$ cat src/ettbb_pkg.sv
// shared types and constants of the edge threshold bounding box block
package ettbb_pkg;

	// field widths
	localparam int PIX_W    = 8;
	localparam int DIM_W    = 11;
	localparam int THR_W    = 8;
	localparam int MARGIN_W = 7;
	localparam int COORD_W  = 10;
	localparam int COUNT_W  = 21;

	localparam logic [COUNT_W-1:0] COUNT_MAX = {COUNT_W{1'b1}};
	localparam logic [PIX_W-1:0]   EDGE_ON   = 8'hFF;

	// frame size limits
	localparam int DEF_MAX_WIDTH  = 1024;
	localparam int DEF_MAX_HEIGHT = 1024;
	localparam int MIN_DIM        = 3;

	// register reset values
	localparam logic [DIM_W-1:0]    RST_FRAME_WIDTH    = 11'd320;
	localparam logic [DIM_W-1:0]    RST_FRAME_HEIGHT   = 11'd240;
	localparam logic [THR_W-1:0]    RST_EDGE_THRESHOLD = 8'd50;
	localparam logic [MARGIN_W-1:0] RST_SCAN_MARGIN    = 7'd5;

	// result queue
	localparam int RQ_DEPTH = 8;
	localparam int RQ_AW    = $clog2(RQ_DEPTH);
	localparam int RQ_CW    = $clog2(RQ_DEPTH + 1);

	typedef enum logic [1:0] {
		REG_FRAME_WIDTH    = 2'd0,
		REG_FRAME_HEIGHT   = 2'd1,
		REG_EDGE_THRESHOLD = 2'd2,
		REG_SCAN_MARGIN    = 2'd3
	} cfg_idx_t;

	localparam logic KIND_EDGE   = 1'b0;
	localparam logic KIND_REPORT = 1'b1;

	// effective configuration seen by the datapath
	typedef struct packed {
		logic [DIM_W-1:0]    width;
		logic [DIM_W-1:0]    height;
		logic [THR_W-1:0]    threshold;
		logic [MARGIN_W-1:0] margin;
		logic                restart;
	} cfg_t;

	// one queued result
	typedef struct packed {
		logic kind;
		logic mark;
		logic last;
	} tok_t;

	// results pushed by one pixel
	typedef struct packed {
		logic [1:0]     n;
		tok_t [2:0]     tok;
	} push_t;

	typedef struct packed {
		logic room;
	} rq_stat_t;

	// end of frame report
	typedef struct packed {
		logic               found;
		logic [COORD_W-1:0] min_x;
		logic [COORD_W-1:0] max_x;
		logic [COORD_W-1:0] min_y;
		logic [COORD_W-1:0] max_y;
		logic [COUNT_W-1:0] count;
		logic [COORD_W-1:0] mid_x;
		logic [COORD_W-1:0] mid_y;
	} rpt_t;

endpackage

$ cat src/edge_threshold_bounding_box_top.sv
// top level of the edge threshold bounding box block
// Streams 8-bit grey pixels in raster order and marks each with 255 when the
// absolute difference of its left and right neighbors exceeds edge_threshold,
// else 0; border pixels give 0. The mark for column x leaves when column x+1
// arrives, the last pixel of a row also sends the (always 0) final column, and
// the last pixel of a frame adds a report with bounding box, count and center
// of the edge pixels inside scan_margin. A request is taken every clock while
// the queue has room: it lands in an input register, and when it advances its
// zero to three results go into an 8-entry result queue. Results leave one per
// clock while out_ready is high; a frame of w by h pixels makes w*h + 1
// results, so a pixel stalls only when the queue cannot hold three more results,
// which the output side and the report cycle set.
// Writing frame_width or frame_height restarts the frame; writes belong in
// idle time. There is no clearing pass after reset.
module edge_threshold_bounding_box_top #(
	parameter int MAX_WIDTH  = ettbb_pkg::DEF_MAX_WIDTH,
	parameter int MAX_HEIGHT = ettbb_pkg::DEF_MAX_HEIGHT
) (
	input  logic                            clk,
	input  logic                            arst_n,
	// configuration write port
	input  logic                            cfg_we,
	input  logic [1:0]                      cfg_index,
	input  logic [ettbb_pkg::DIM_W-1:0]     cfg_wdata,
	// pixel requests
	input  logic                            in_valid,
	output logic                            in_ready,
	input  logic [ettbb_pkg::PIX_W-1:0]     pixel,
	// result requests
	output logic                            out_valid,
	input  logic                            out_ready,
	output logic                            kind,
	output logic [ettbb_pkg::PIX_W-1:0]     edge_value,
	output logic                            found,
	output logic [ettbb_pkg::COORD_W-1:0]   box_min_x,
	output logic [ettbb_pkg::COORD_W-1:0]   box_max_x,
	output logic [ettbb_pkg::COORD_W-1:0]   box_min_y,
	output logic [ettbb_pkg::COORD_W-1:0]   box_max_y,
	output logic [ettbb_pkg::COUNT_W-1:0]   edge_count,
	output logic [ettbb_pkg::COORD_W-1:0]   box_mid_x,
	output logic [ettbb_pkg::COORD_W-1:0]   box_mid_y,
	output logic                            last
);

	ettbb_pkg::cfg_t      cfg;
	ettbb_pkg::push_t     push;
	ettbb_pkg::rq_stat_t  rq_stat;
	ettbb_pkg::rpt_t      rpt;
	ettbb_pkg::tok_t      head;
	ettbb_pkg::rpt_t      rpt_out;
	logic                 is_rpt;

	// registers and clamped frame size
	ettbb_cfg #(
		.MAX_WIDTH  (MAX_WIDTH),
		.MAX_HEIGHT (MAX_HEIGHT)
	) u_cfg (
		.clk       (clk),
		.arst_n    (arst_n),
		.cfg_we    (cfg_we),
		.cfg_index (ettbb_pkg::cfg_idx_t'(cfg_index)),
		.cfg_wdata (cfg_wdata),
		.cfg       (cfg)
	);

	// input register, edge decision, box statistics
	ettbb_core #(
		.MAX_WIDTH  (MAX_WIDTH),
		.MAX_HEIGHT (MAX_HEIGHT)
	) u_core (
		.clk      (clk),
		.arst_n   (arst_n),
		.cfg      (cfg),
		.in_valid (in_valid),
		.in_ready (in_ready),
		.pixel    (pixel),
		.rq_stat  (rq_stat),
		.push     (push),
		.rpt      (rpt)
	);

	// result queue
	ettbb_resq u_resq (
		.clk       (clk),
		.arst_n    (arst_n),
		.push      (push),
		.rq_stat   (rq_stat),
		.out_valid (out_valid),
		.out_ready (out_ready),
		.head      (head)
	);

	// report fields only on a report, edge value only on an edge result
	assign is_rpt  = (head.kind == ettbb_pkg::KIND_REPORT);
	assign rpt_out = is_rpt ? rpt : '0;

	assign kind       = head.kind;
	assign edge_value = (!is_rpt && head.mark) ? ettbb_pkg::EDGE_ON : '0;
	assign found      = rpt_out.found;
	assign box_min_x  = rpt_out.min_x;
	assign box_max_x  = rpt_out.max_x;
	assign box_min_y  = rpt_out.min_y;
	assign box_max_y  = rpt_out.max_y;
	assign edge_count = rpt_out.count;
	assign box_mid_x  = rpt_out.mid_x;
	assign box_mid_y  = rpt_out.mid_y;
	assign last       = head.last;

endmodule

$ cat src/ettbb_cfg.sv
// configuration registers and frame size clamping
module ettbb_cfg #(
	parameter int MAX_WIDTH  = ettbb_pkg::DEF_MAX_WIDTH,
	parameter int MAX_HEIGHT = ettbb_pkg::DEF_MAX_HEIGHT
) (
	input  logic                          clk,
	input  logic                          arst_n,
	input  logic                          cfg_we,
	input  ettbb_pkg::cfg_idx_t           cfg_index,
	input  logic [ettbb_pkg::DIM_W-1:0]   cfg_wdata,
	output ettbb_pkg::cfg_t               cfg
);

	logic [ettbb_pkg::DIM_W-1:0]    width_q;
	logic [ettbb_pkg::DIM_W-1:0]    height_q;
	logic [ettbb_pkg::THR_W-1:0]    thr_q;
	logic [ettbb_pkg::MARGIN_W-1:0] margin_q;

	always_ff @(posedge clk or negedge arst_n) begin
		if (!arst_n) begin
			width_q  <= ettbb_pkg::RST_FRAME_WIDTH;
			height_q <= ettbb_pkg::RST_FRAME_HEIGHT;
			thr_q    <= ettbb_pkg::RST_EDGE_THRESHOLD;
			margin_q <= ettbb_pkg::RST_SCAN_MARGIN;
		end else if (cfg_we) begin
			unique case (cfg_index)
				ettbb_pkg::REG_FRAME_WIDTH:    width_q  <= cfg_wdata;
				ettbb_pkg::REG_FRAME_HEIGHT:   height_q <= cfg_wdata;
				ettbb_pkg::REG_EDGE_THRESHOLD: thr_q    <= cfg_wdata[ettbb_pkg::THR_W-1:0];
				ettbb_pkg::REG_SCAN_MARGIN:    margin_q <= cfg_wdata[ettbb_pkg::MARGIN_W-1:0];
				default: ;
			endcase
		end
	end

	always_comb begin
		if (32'(width_q) < ettbb_pkg::MIN_DIM) begin
			cfg.width = ettbb_pkg::DIM_W'(ettbb_pkg::MIN_DIM);
		end else if (32'(width_q) > MAX_WIDTH) begin
			cfg.width = ettbb_pkg::DIM_W'(MAX_WIDTH);
		end else begin
			cfg.width = width_q;
		end
		if (32'(height_q) < ettbb_pkg::MIN_DIM) begin
			cfg.height = ettbb_pkg::DIM_W'(ettbb_pkg::MIN_DIM);
		end else if (32'(height_q) > MAX_HEIGHT) begin
			cfg.height = ettbb_pkg::DIM_W'(MAX_HEIGHT);
		end else begin
			cfg.height = height_q;
		end
		cfg.threshold = thr_q;
		cfg.margin    = margin_q;
		// size writes restart the frame
		cfg.restart   = cfg_we && ((cfg_index == ettbb_pkg::REG_FRAME_WIDTH) ||
			(cfg_index == ettbb_pkg::REG_FRAME_HEIGHT));
	end

endmodule

$ cat src/ettbb_core.sv
// input register, gradient edge decision and bounding box statistics
module ettbb_core #(
	parameter int MAX_WIDTH  = ettbb_pkg::DEF_MAX_WIDTH,
	parameter int MAX_HEIGHT = ettbb_pkg::DEF_MAX_HEIGHT
) (
	input  logic                          clk,
	input  logic                          arst_n,
	input  ettbb_pkg::cfg_t               cfg,
	input  logic                          in_valid,
	output logic                          in_ready,
	input  logic [ettbb_pkg::PIX_W-1:0]   pixel,
	input  ettbb_pkg::rq_stat_t           rq_stat,
	output ettbb_pkg::push_t              push,
	output ettbb_pkg::rpt_t               rpt
);

	localparam int XW = $clog2(MAX_WIDTH);
	localparam int YW = $clog2(MAX_HEIGHT);
	localparam int XE = ((XW > ettbb_pkg::DIM_W) ? XW : ettbb_pkg::DIM_W) + 1;
	localparam int YE = ((YW > ettbb_pkg::DIM_W) ? YW : ettbb_pkg::DIM_W) + 1;

	logic                          vld_s1;
	logic [ettbb_pkg::PIX_W-1:0]   pix_s1;
	logic                          advance;

	logic [XW-1:0]                 col_q;
	logic [YW-1:0]                 row_q;
	logic [ettbb_pkg::PIX_W-1:0]   pbl_q;
	logic [ettbb_pkg::PIX_W-1:0]   lp_q;

	logic [XW-1:0]                 mnx_q;
	logic [XW-1:0]                 mxx_q;
	logic [YW-1:0]                 mny_q;
	logic [YW-1:0]                 mxy_q;
	logic [ettbb_pkg::COUNT_W-1:0] cnt_q;
	ettbb_pkg::rpt_t               rpt_q;

	logic [XE-1:0]                 c_e, x_e, w_e, mx_e;
	logic [YE-1:0]                 r_e, h_e, my_e;
	logic [XW-1:0]                 x_q;
	logic [ettbb_pkg::PIX_W-1:0]   diff;
	logic                          c_ge1, row_end, frame_end, interior, mark, in_box, found;
	logic [XE-1:0]                 mnx_e, mxx_e, cx_e;
	logic [YE-1:0]                 mny_e, mxy_e, cy_e;

	assign advance  = vld_s1 && rq_stat.room;
	assign in_ready = !vld_s1 || advance;

	always_ff @(posedge clk or negedge arst_n) begin
		if (!arst_n) begin
			vld_s1 <= 1'b0;
		end else if (in_valid && in_ready) begin
			vld_s1 <= 1'b1;
		end else if (advance) begin
			vld_s1 <= 1'b0;
		end
	end

	always_ff @(posedge clk) begin
		if (in_valid && in_ready) begin
			pix_s1 <= pixel;
		end
	end

	always_comb begin
		c_e   = XE'(col_q);
		x_e   = c_e - XE'(1);
		x_q   = col_q - XW'(1);
		w_e   = XE'(cfg.width);
		mx_e  = XE'(cfg.margin);
		r_e   = YE'(row_q);
		h_e   = YE'(cfg.height);
		my_e  = YE'(cfg.margin);
		c_ge1 = (col_q != '0);
		row_end   = (c_e >= w_e - XE'(1));
		frame_end = row_end && (r_e >= h_e - YE'(1));
		interior  = (x_e != '0) && (r_e != '0) && (r_e != h_e - YE'(1));
		diff = (pix_s1 >= pbl_q) ? (pix_s1 - pbl_q) : (pbl_q - pix_s1);
		mark   = interior && (diff > cfg.threshold);
		in_box = mark && (x_e >= mx_e) && (x_e + mx_e < w_e) &&
			(r_e >= my_e) && (r_e + my_e < h_e);
		found  = (cnt_q != '0);
	end

	// results of one pixel: edge of the previous column, row tail, frame report
	always_comb begin
		push.tok[0] = '{kind: ettbb_pkg::KIND_EDGE, mark: mark, last: !row_end};
		push.tok[1] = '{kind: ettbb_pkg::KIND_EDGE, mark: 1'b0, last: !frame_end};
		push.tok[2] = '{kind: ettbb_pkg::KIND_REPORT, mark: 1'b0, last: 1'b1};
		if (advance && c_ge1) begin
			push.n = 2'd1 + {1'b0, row_end} + {1'b0, frame_end};
		end else begin
			push.n = 2'd0;
		end
	end

	// box center from the running statistics
	always_comb begin
		mnx_e = XE'(mnx_q);
		mxx_e = XE'(mxx_q);
		mny_e = YE'(mny_q);
		mxy_e = YE'(mxy_q);
		cx_e  = mnx_e + ((mxx_e - mnx_e) >> 1);
		cy_e  = mny_e + ((mxy_e - mny_e) >> 1);
	end

	always_ff @(posedge clk or negedge arst_n) begin
		if (!arst_n) begin
			col_q <= '0;
			row_q <= '0;
			pbl_q <= '0;
			lp_q  <= '0;
			cnt_q <= '0;
		end else if (cfg.restart) begin
			col_q <= '0;
			row_q <= '0;
			pbl_q <= '0;
			lp_q  <= '0;
			cnt_q <= '0;
		end else if (advance) begin
			pbl_q <= lp_q;
			lp_q  <= pix_s1;
			if (row_end) begin
				col_q <= '0;
				row_q <= frame_end ? '0 : row_q + YW'(1);
			end else begin
				col_q <= col_q + XW'(1);
			end
			// the last row has no edges, so the report never misses this pixel
			if (frame_end) begin
				cnt_q <= '0;
			end else if (c_ge1 && in_box && (cnt_q != ettbb_pkg::COUNT_MAX)) begin
				cnt_q <= cnt_q + ettbb_pkg::COUNT_W'(1);
			end
		end
	end

	// box extremes, meaningful only while the count is nonzero
	always_ff @(posedge clk) begin
		if (advance && c_ge1 && in_box && !frame_end) begin
			if (!found || (x_q < mnx_q)) mnx_q <= x_q;
			if (!found || (x_q > mxx_q)) mxx_q <= x_q;
			if (!found || (row_q < mny_q)) mny_q <= row_q;
			if (!found || (row_q > mxy_q)) mxy_q <= row_q;
		end
	end

	// report snapshot, held until the queue has sent it
	always_ff @(posedge clk) begin
		if (advance && frame_end) begin
			if (found) begin
				rpt_q.found <= 1'b1;
				rpt_q.min_x <= mnx_e[ettbb_pkg::COORD_W-1:0];
				rpt_q.max_x <= mxx_e[ettbb_pkg::COORD_W-1:0];
				rpt_q.min_y <= mny_e[ettbb_pkg::COORD_W-1:0];
				rpt_q.max_y <= mxy_e[ettbb_pkg::COORD_W-1:0];
				rpt_q.count <= cnt_q;
				rpt_q.mid_x <= cx_e[ettbb_pkg::COORD_W-1:0];
				rpt_q.mid_y <= cy_e[ettbb_pkg::COORD_W-1:0];
			end else begin
				rpt_q <= '0;
			end
		end
	end

	assign rpt = rpt_q;

	a_col_bound: assert property (@(posedge clk) disable iff (!arst_n)
		c_e < w_e) else $error("column counter beyond frame width");

	a_row_bound: assert property (@(posedge clk) disable iff (!arst_n)
		r_e < h_e) else $error("row counter beyond frame height");

	a_report_no_edge: assert property (@(posedge clk) disable iff (!arst_n)
		advance && frame_end |-> !in_box)
		else $error("edge counted on the pixel that closes the frame");

endmodule

$ cat src/ettbb_resq.sv
// result queue taking up to three results a cycle and sending one while out_ready is high
module ettbb_resq (
	input  logic                 clk,
	input  logic                 arst_n,
	input  ettbb_pkg::push_t     push,
	output ettbb_pkg::rq_stat_t  rq_stat,
	output logic                 out_valid,
	input  logic                 out_ready,
	output ettbb_pkg::tok_t      head
);

	localparam int CE = ettbb_pkg::RQ_CW + 1;

	ettbb_pkg::tok_t                 mem [ettbb_pkg::RQ_DEPTH];
	logic [ettbb_pkg::RQ_AW-1:0]     wp_q;
	logic [ettbb_pkg::RQ_AW-1:0]     rp_q;
	logic [ettbb_pkg::RQ_CW-1:0]     cnt_q;
	logic                            pop;
	logic [CE-1:0]                   free_e;

	assign out_valid = (cnt_q != '0);
	assign pop       = out_valid && out_ready;
	assign head      = mem[rp_q];

	// space left after this cycle's send
	assign free_e       = CE'(ettbb_pkg::RQ_DEPTH) - CE'(cnt_q) + CE'(pop);
	assign rq_stat.room = (free_e >= CE'(3));

	always_ff @(posedge clk or negedge arst_n) begin
		if (!arst_n) begin
			wp_q  <= '0;
			rp_q  <= '0;
			cnt_q <= '0;
		end else begin
			wp_q  <= wp_q + ettbb_pkg::RQ_AW'(push.n);
			rp_q  <= rp_q + ettbb_pkg::RQ_AW'(pop);
			cnt_q <= cnt_q + ettbb_pkg::RQ_CW'(push.n) - ettbb_pkg::RQ_CW'(pop);
		end
	end

	always_ff @(posedge clk) begin
		for (int i = 0; i < 3; i++) begin
			if (2'(i) < push.n) begin
				mem[wp_q + ettbb_pkg::RQ_AW'(i)] <= push.tok[i];
			end
		end
	end

	a_cnt_bound: assert property (@(posedge clk) disable iff (!arst_n)
		CE'(cnt_q) <= CE'(ettbb_pkg::RQ_DEPTH)) else $error("result queue overfilled");

	a_push_room: assert property (@(posedge clk) disable iff (!arst_n)
		push.n != 2'd0 |-> free_e >= CE'(push.n))
		else $error("results pushed without room");

endmodule

$ cat config.mk
export PLATFORM = sky130hd
export DESIGN_NAME = edge_threshold_bounding_box_top
export DESIGN_NICKNAME = d
export VERILOG_FILES = /design/src/ettbb_pkg.sv /design/src/edge_threshold_bounding_box_top.sv /design/src/ettbb_cfg.sv /design/src/ettbb_core.sv /design/src/ettbb_resq.sv
export SDC_FILE = /design/constraint.sdc
export NUM_CORES = 1
export LEC_CHECK = 0
export BUFFER_PORTS_ARGS = -buffer_cell sky130_fd_sc_hd__buf_4
export CAP_MARGIN = 20
export CORE_AREA = 4 4 212 255
export DETAILED_ROUTE_END_ITERATION = 16
export DIE_AREA = 0 0 216 259
export PLACE_DENSITY = 0.54
export SYNTH_ARGS = -nofsm -noshare
export SYNTH_HDL_FRONTEND = slang
export SYNTH_HIERARCHICAL = 1
export SYNTH_SLANG_ARGS = --single-unit
$ cat constraint.sdc
create_clock -name clk -period 7.07 [get_ports clk]
set_clock_uncertainty 0.1 [all_clocks]
set_input_delay 1.414 -clock clk [delete_from_list [all_inputs] [get_ports clk]]
set_output_delay 1.414 -clock clk [all_outputs]
set_load 0.02 [all_outputs]
==> flow_metrics.tcl <==
set metrics [dict create \
    via_count 13100 \
    synth-async-reset-ratio_pct 40.5 \
    io_buffers 119 \
    path_buf_inv 3 \
    grt_pass1_wl_mm 70.7 \
    switching_share_pct 41.6 \
    pwr-share-comb_pct 51.4 \
    hold_buffers 0 \
    clockBufferDepth 3 \
    crit_path_top_delay_cell "a2111oi_0" \
    fin_crit_ns 6.15 \
    crit_required_ns 7.47 \
    synth-main-ff-cell "edfxtp_1" \
    cp_max_fo 19 \
    cp-start-kind "flip-flop" \
    finalNetCount 2074 \
    setup_violations 0 \
    period_share_pct 86.9 \
    clk_pin_slew_ns 0.06 \
    synthToLayoutAreaGrowth_pct 13.2 \
    synthesis.area_um2 17900 \
    grt_max_degree 85 \
    grt-ovfl-total 0 \
    cp.arrival_ns 6.55 \
    start_util_pct 34.8 \
    insertion_delay_ns 0.58 \
    post_cts_buffers 0 \
    tightest_slew_ns 0.933 \
    ioPinCount 120 \
    relSlewSlack_pct 37.8 \
    drive_gt1_share_pct 15.4 \
    drv_cap 0 \
    worst-setup-path-type "reg -> reg" \
    final_cells 2570 \
    rows 91 \
    nFillCells 5028 \
    status "finished, final reports clean" \
    detail_route.wl_per_cell_um 17.0 \
    core-area_um2 51400 \
    syn_inst 1777 \
    pwr-share-clk_pct 20.5 \
    fin_tns_setup_ns 0 \
    grt_pass1_vias 13100 \
    synth_seq_cells 259 \
    drtIter0Drc 639 \
    root_buffer "clkbuf_16" \
    pwr-share-seq_pct 28.1 \
    p_int_w 0.00426 \
    die_area_um2 55900 \
    placed_cells 2516 \
    yosysSeqAreaShare_pct 40.6 \
    fp.dieW_um 216 \
    placedInstanceArea_um2 19300 \
    fin_area_um2 20300 \
    diodes 0 \
    h-tree-depth 1 \
    synth-edff-count 154 \
    post_cts_resized 0 \
    detailed_place_hpwl_mm 32.8 \
    hold_class "reg -> reg" \
    rsz0062_at_grt "false" \
    drv_slew 0 \
    yosys_warnings 6 \
    cts_tree "built" \
    ant_nets 0 \
    drc_errors 0 \
    ir_worst_vdd_v 0.000243 \
    synth_cell_type_count 94 \
    p_per_area_nw_per_um2 360 \
    grt_usage_pct 15.3 \
    path_cells "inv_1 > ha_1 > inv_1 > fa_1 > a21o_1 > a2111oi_0 > o21ai_1 > mux2_2 > a31oi_1 > nor3_1 > o31ai_1 > o31a_1 > ha_1 > nand4_1 > nor2_1 > a31oi_1 > o221ai_1 > a2111oi_4 > nand2_1 > buf_4 > or4_1 > a21oi_1" \
    cts_buffers 29 \
    timing_hold_violations_final 0 \
    routabilityCongestion 0.869 \
    synth_area_per_cell_um2 10.1 \
    slowest_delay_ns 0.55 \
    die_h_um 259 \
    drt_pass1_iterations 5 \
    routed_via_density 5.11 \
    worst_path_dominant_cell_family "compound AO/OA/AOI/OAI gates" \
    critPathCaptureType "flip-flop" \
    clock.fmax_ghz 0.163 \
    switchingPower_w 0.00304 \
    cts.sink_count 259 \
    wirelength_mm 43.6 \
    leakagePower_nw 8.54 \
    antenna_found_initial 0 \
]
## stage by stage
| step | hold slack, ns | total power (W) | setup WS (ns) | utilization, % |
|---|---|---|---|---|
| after floorplan | 0.373 | 0.00484 | 0.670 | - |
| after global placement | 0.394 | 0.00574 | 1.16 | 37.6 |
| after global routing | 0.416 | 0.00790 | 0.326 | 39.4 |
| final | 0.404 | 0.00730 | 0.925 | 39.4 |
| after detailed placement | 0.394 | 0.00581 | 1.02 | 37.6 |
| after CTS | 0.407 | 0.00736 | 1.00 | 39.4 |
## cells in the final DEF (no fill, tap or decap), types with 11 or more instances in the layout
master     Yosys  layout
xor2_1        32      32
o21a_1        13      13
buf_4         14     138
clkbuf_16      0      31
xnor2_1       63      63
inv_1        139     139
a21oi_1       93      93
nor2_1       117     116
nand2b_1      16      16
dfrtp_1       94      94
and3_1        12      11
o211ai_1      14      14
nor3_1        51      51
dfstp_2       11      11
mux2_4        20      20
o21ai_0       67      67
o22ai_1       11      11
nand3_1       32      32
and2_1        90      90
nor2b_1       35      35
edfxtp_1     154     154
nand4_1       18      18
o21bai_1      14      14
nor4_1        19      19
a21o_1        19      19
mux2_2        26      26
o31ai_1       11      11
a31oi_1       31      31
nand2_1      120     120
ha_1         187     187
## Yosys cell counts, types with 12 or more instances
master | number | area, µm²
buf_6 | 13 | 146
ha_1 | 187 | 2340
nand2_1 | 120 | 450
nor2b_1 | 35 | 219
nand3_1 | 32 | 160
clkbuf_1 | 55 | 206
dfrtp_1 | 94 | 2350
mux2_2 | 26 | 293
nor4_1 | 19 | 119
nand4_1 | 18 | 113
and2_1 | 90 | 563
a31oi_1 | 31 | 194
o21a_1 | 13 | 97.6
inv_1 | 139 | 522
nand2b_1 | 16 | 100
o21ai_0 | 67 | 335
buf_4 | 14 | 105
edfxtp_1 | 154 | 4620
xor2_1 | 32 | 280
mux2_4 | 20 | 300
a21oi_1 | 93 | 465
nor3_1 | 51 | 255
a21o_1 | 19 | 143
o21bai_1 | 14 | 105
o211ai_1 | 14 | 105
and3_1 | 12 | 75.1
nor2_1 | 117 | 439
xnor2_1 | 63 | 552
## routing by layer
layer,vias to the layer above,wire (µm),GRT usage [%]
met1,6332,19400,20.3
met2,264,21700,26.8
met3,61,1690,1.94
met5,-,0,0
li1,6480,-,-
met4,0,856,3.54
## cell families after synthesis
family                     Yosys count  share of synthesized area (%)
and+or+nand+nor                    587                           17.6
muxes                               56                           4.29
buffers and inverters              239                           6.02
DFF                                259                           40.6
adders and majority gates          199                           14.3
xor gates and xnor gates            97                           4.96
AOI/OAI and AO/OA                  338                           12.2
other                                2                         0.0420
## worst reg2reg max path, cell delays in order (launching register included)
cell and delay (ns):
edfxtp_1 0.41, inv_1 0.08, ha_1 0.13, inv_1 0.05, fa_1 0.39, a21o_1 0.19, a2111oi_0 0.55, o21ai_1 0.41
mux2_2 0.38, a31oi_1 0.26, nor3_1 0.13, o31ai_1 0.24, o31a_1 0.18, ha_1 0.24, nand4_1 0.11, nor2_1 0.07
a31oi_1 0.13, o221ai_1 0.27, a2111oi_4 0.54, nand2_1 0.35, buf_4 0.29, or4_1 0.40, a21oi_1 0.16
## flip-flops by register name, summed over array words and instances (netlist names)
| name | flops |
|---|---|
| u_core/col_q | 10 |
| u_core/rpt | 82 |
| u_cfg/thr_q | 8 |
| u_cfg/width_q | 11 |
| u_core/mxx_q | 10 |
| u_core/mny_q | 10 |
| u_core/vld_s1 | 1 |
| u_cfg/height_q | 11 |
| u_core/pbl_q | 8 |
| u_resq/mem | 24 |
| u_core/mnx_q | 10 |
| u_core/row_q | 10 |
| u_core/cnt_q | 21 |
| u_cfg/margin_q | 7 |
| u_resq/wp_q | 3 |
| u_core/lp_q | 8 |
| u_resq/cnt_q | 4 |
| u_core/pix_s1 | 8 |
| u_core/mxy_q | 10 |
| u_resq/rp_q | 3 |
## worst paths after layout
| kind | startpoint | end | slack (ns) | depth (start not counted) |
|---|---|---|---|---|
| max | u_core/pix_s1[0] | u_core/cnt_q[14] | 0.92 | 22 |
| min | u_cfg/thr_q[2] | u_cfg/thr_q[2] | 0.40 | 1 |
| min in group asynchronous | arst_n | u_resq/rp_q[2] | 0.71 | 1 |
| max in group asynchronous | arst_n | u_core/col_q[7] | 4.84 | 2 |
| min reg2reg | u_cfg/thr_q[2] | u_cfg/thr_q[2] | 0.40 | 1 |
| max reg2reg | u_core/pix_s1[0] | u_core/cnt_q[14] | 0.92 | 22 |
## power groups by stage
stage | Clock, W | Sequential [W] | Combinational [W]
finish | 0.00150 | 0.00205 | 0.00375
global route | 0.00162 | 0.00208 | 0.00421
floorplan | 0 | 0.00197 | 0.00287
detailed placement | 0 | 0.00208 | 0.00374
CTS | 0.00155 | 0.00205 | 0.00376
global placement | 0 | 0.00207 | 0.00367
## area by class of cell
cell class / count / area [µm²] / area share, %
flip-flops and latches: 259 / 7270 / 35.9
multi-input cells: 1283 / 9590 / 47.3
clock inverters: 14 / 120 / 0.593
well taps: 697 / 872 / 4.31
clock buffers: 39 / 830 / 4.10
inverters: 139 / 522 / 2.58
repair buffers: 139 / 1060 / 5.21
(Power assumes the default switching activity.)
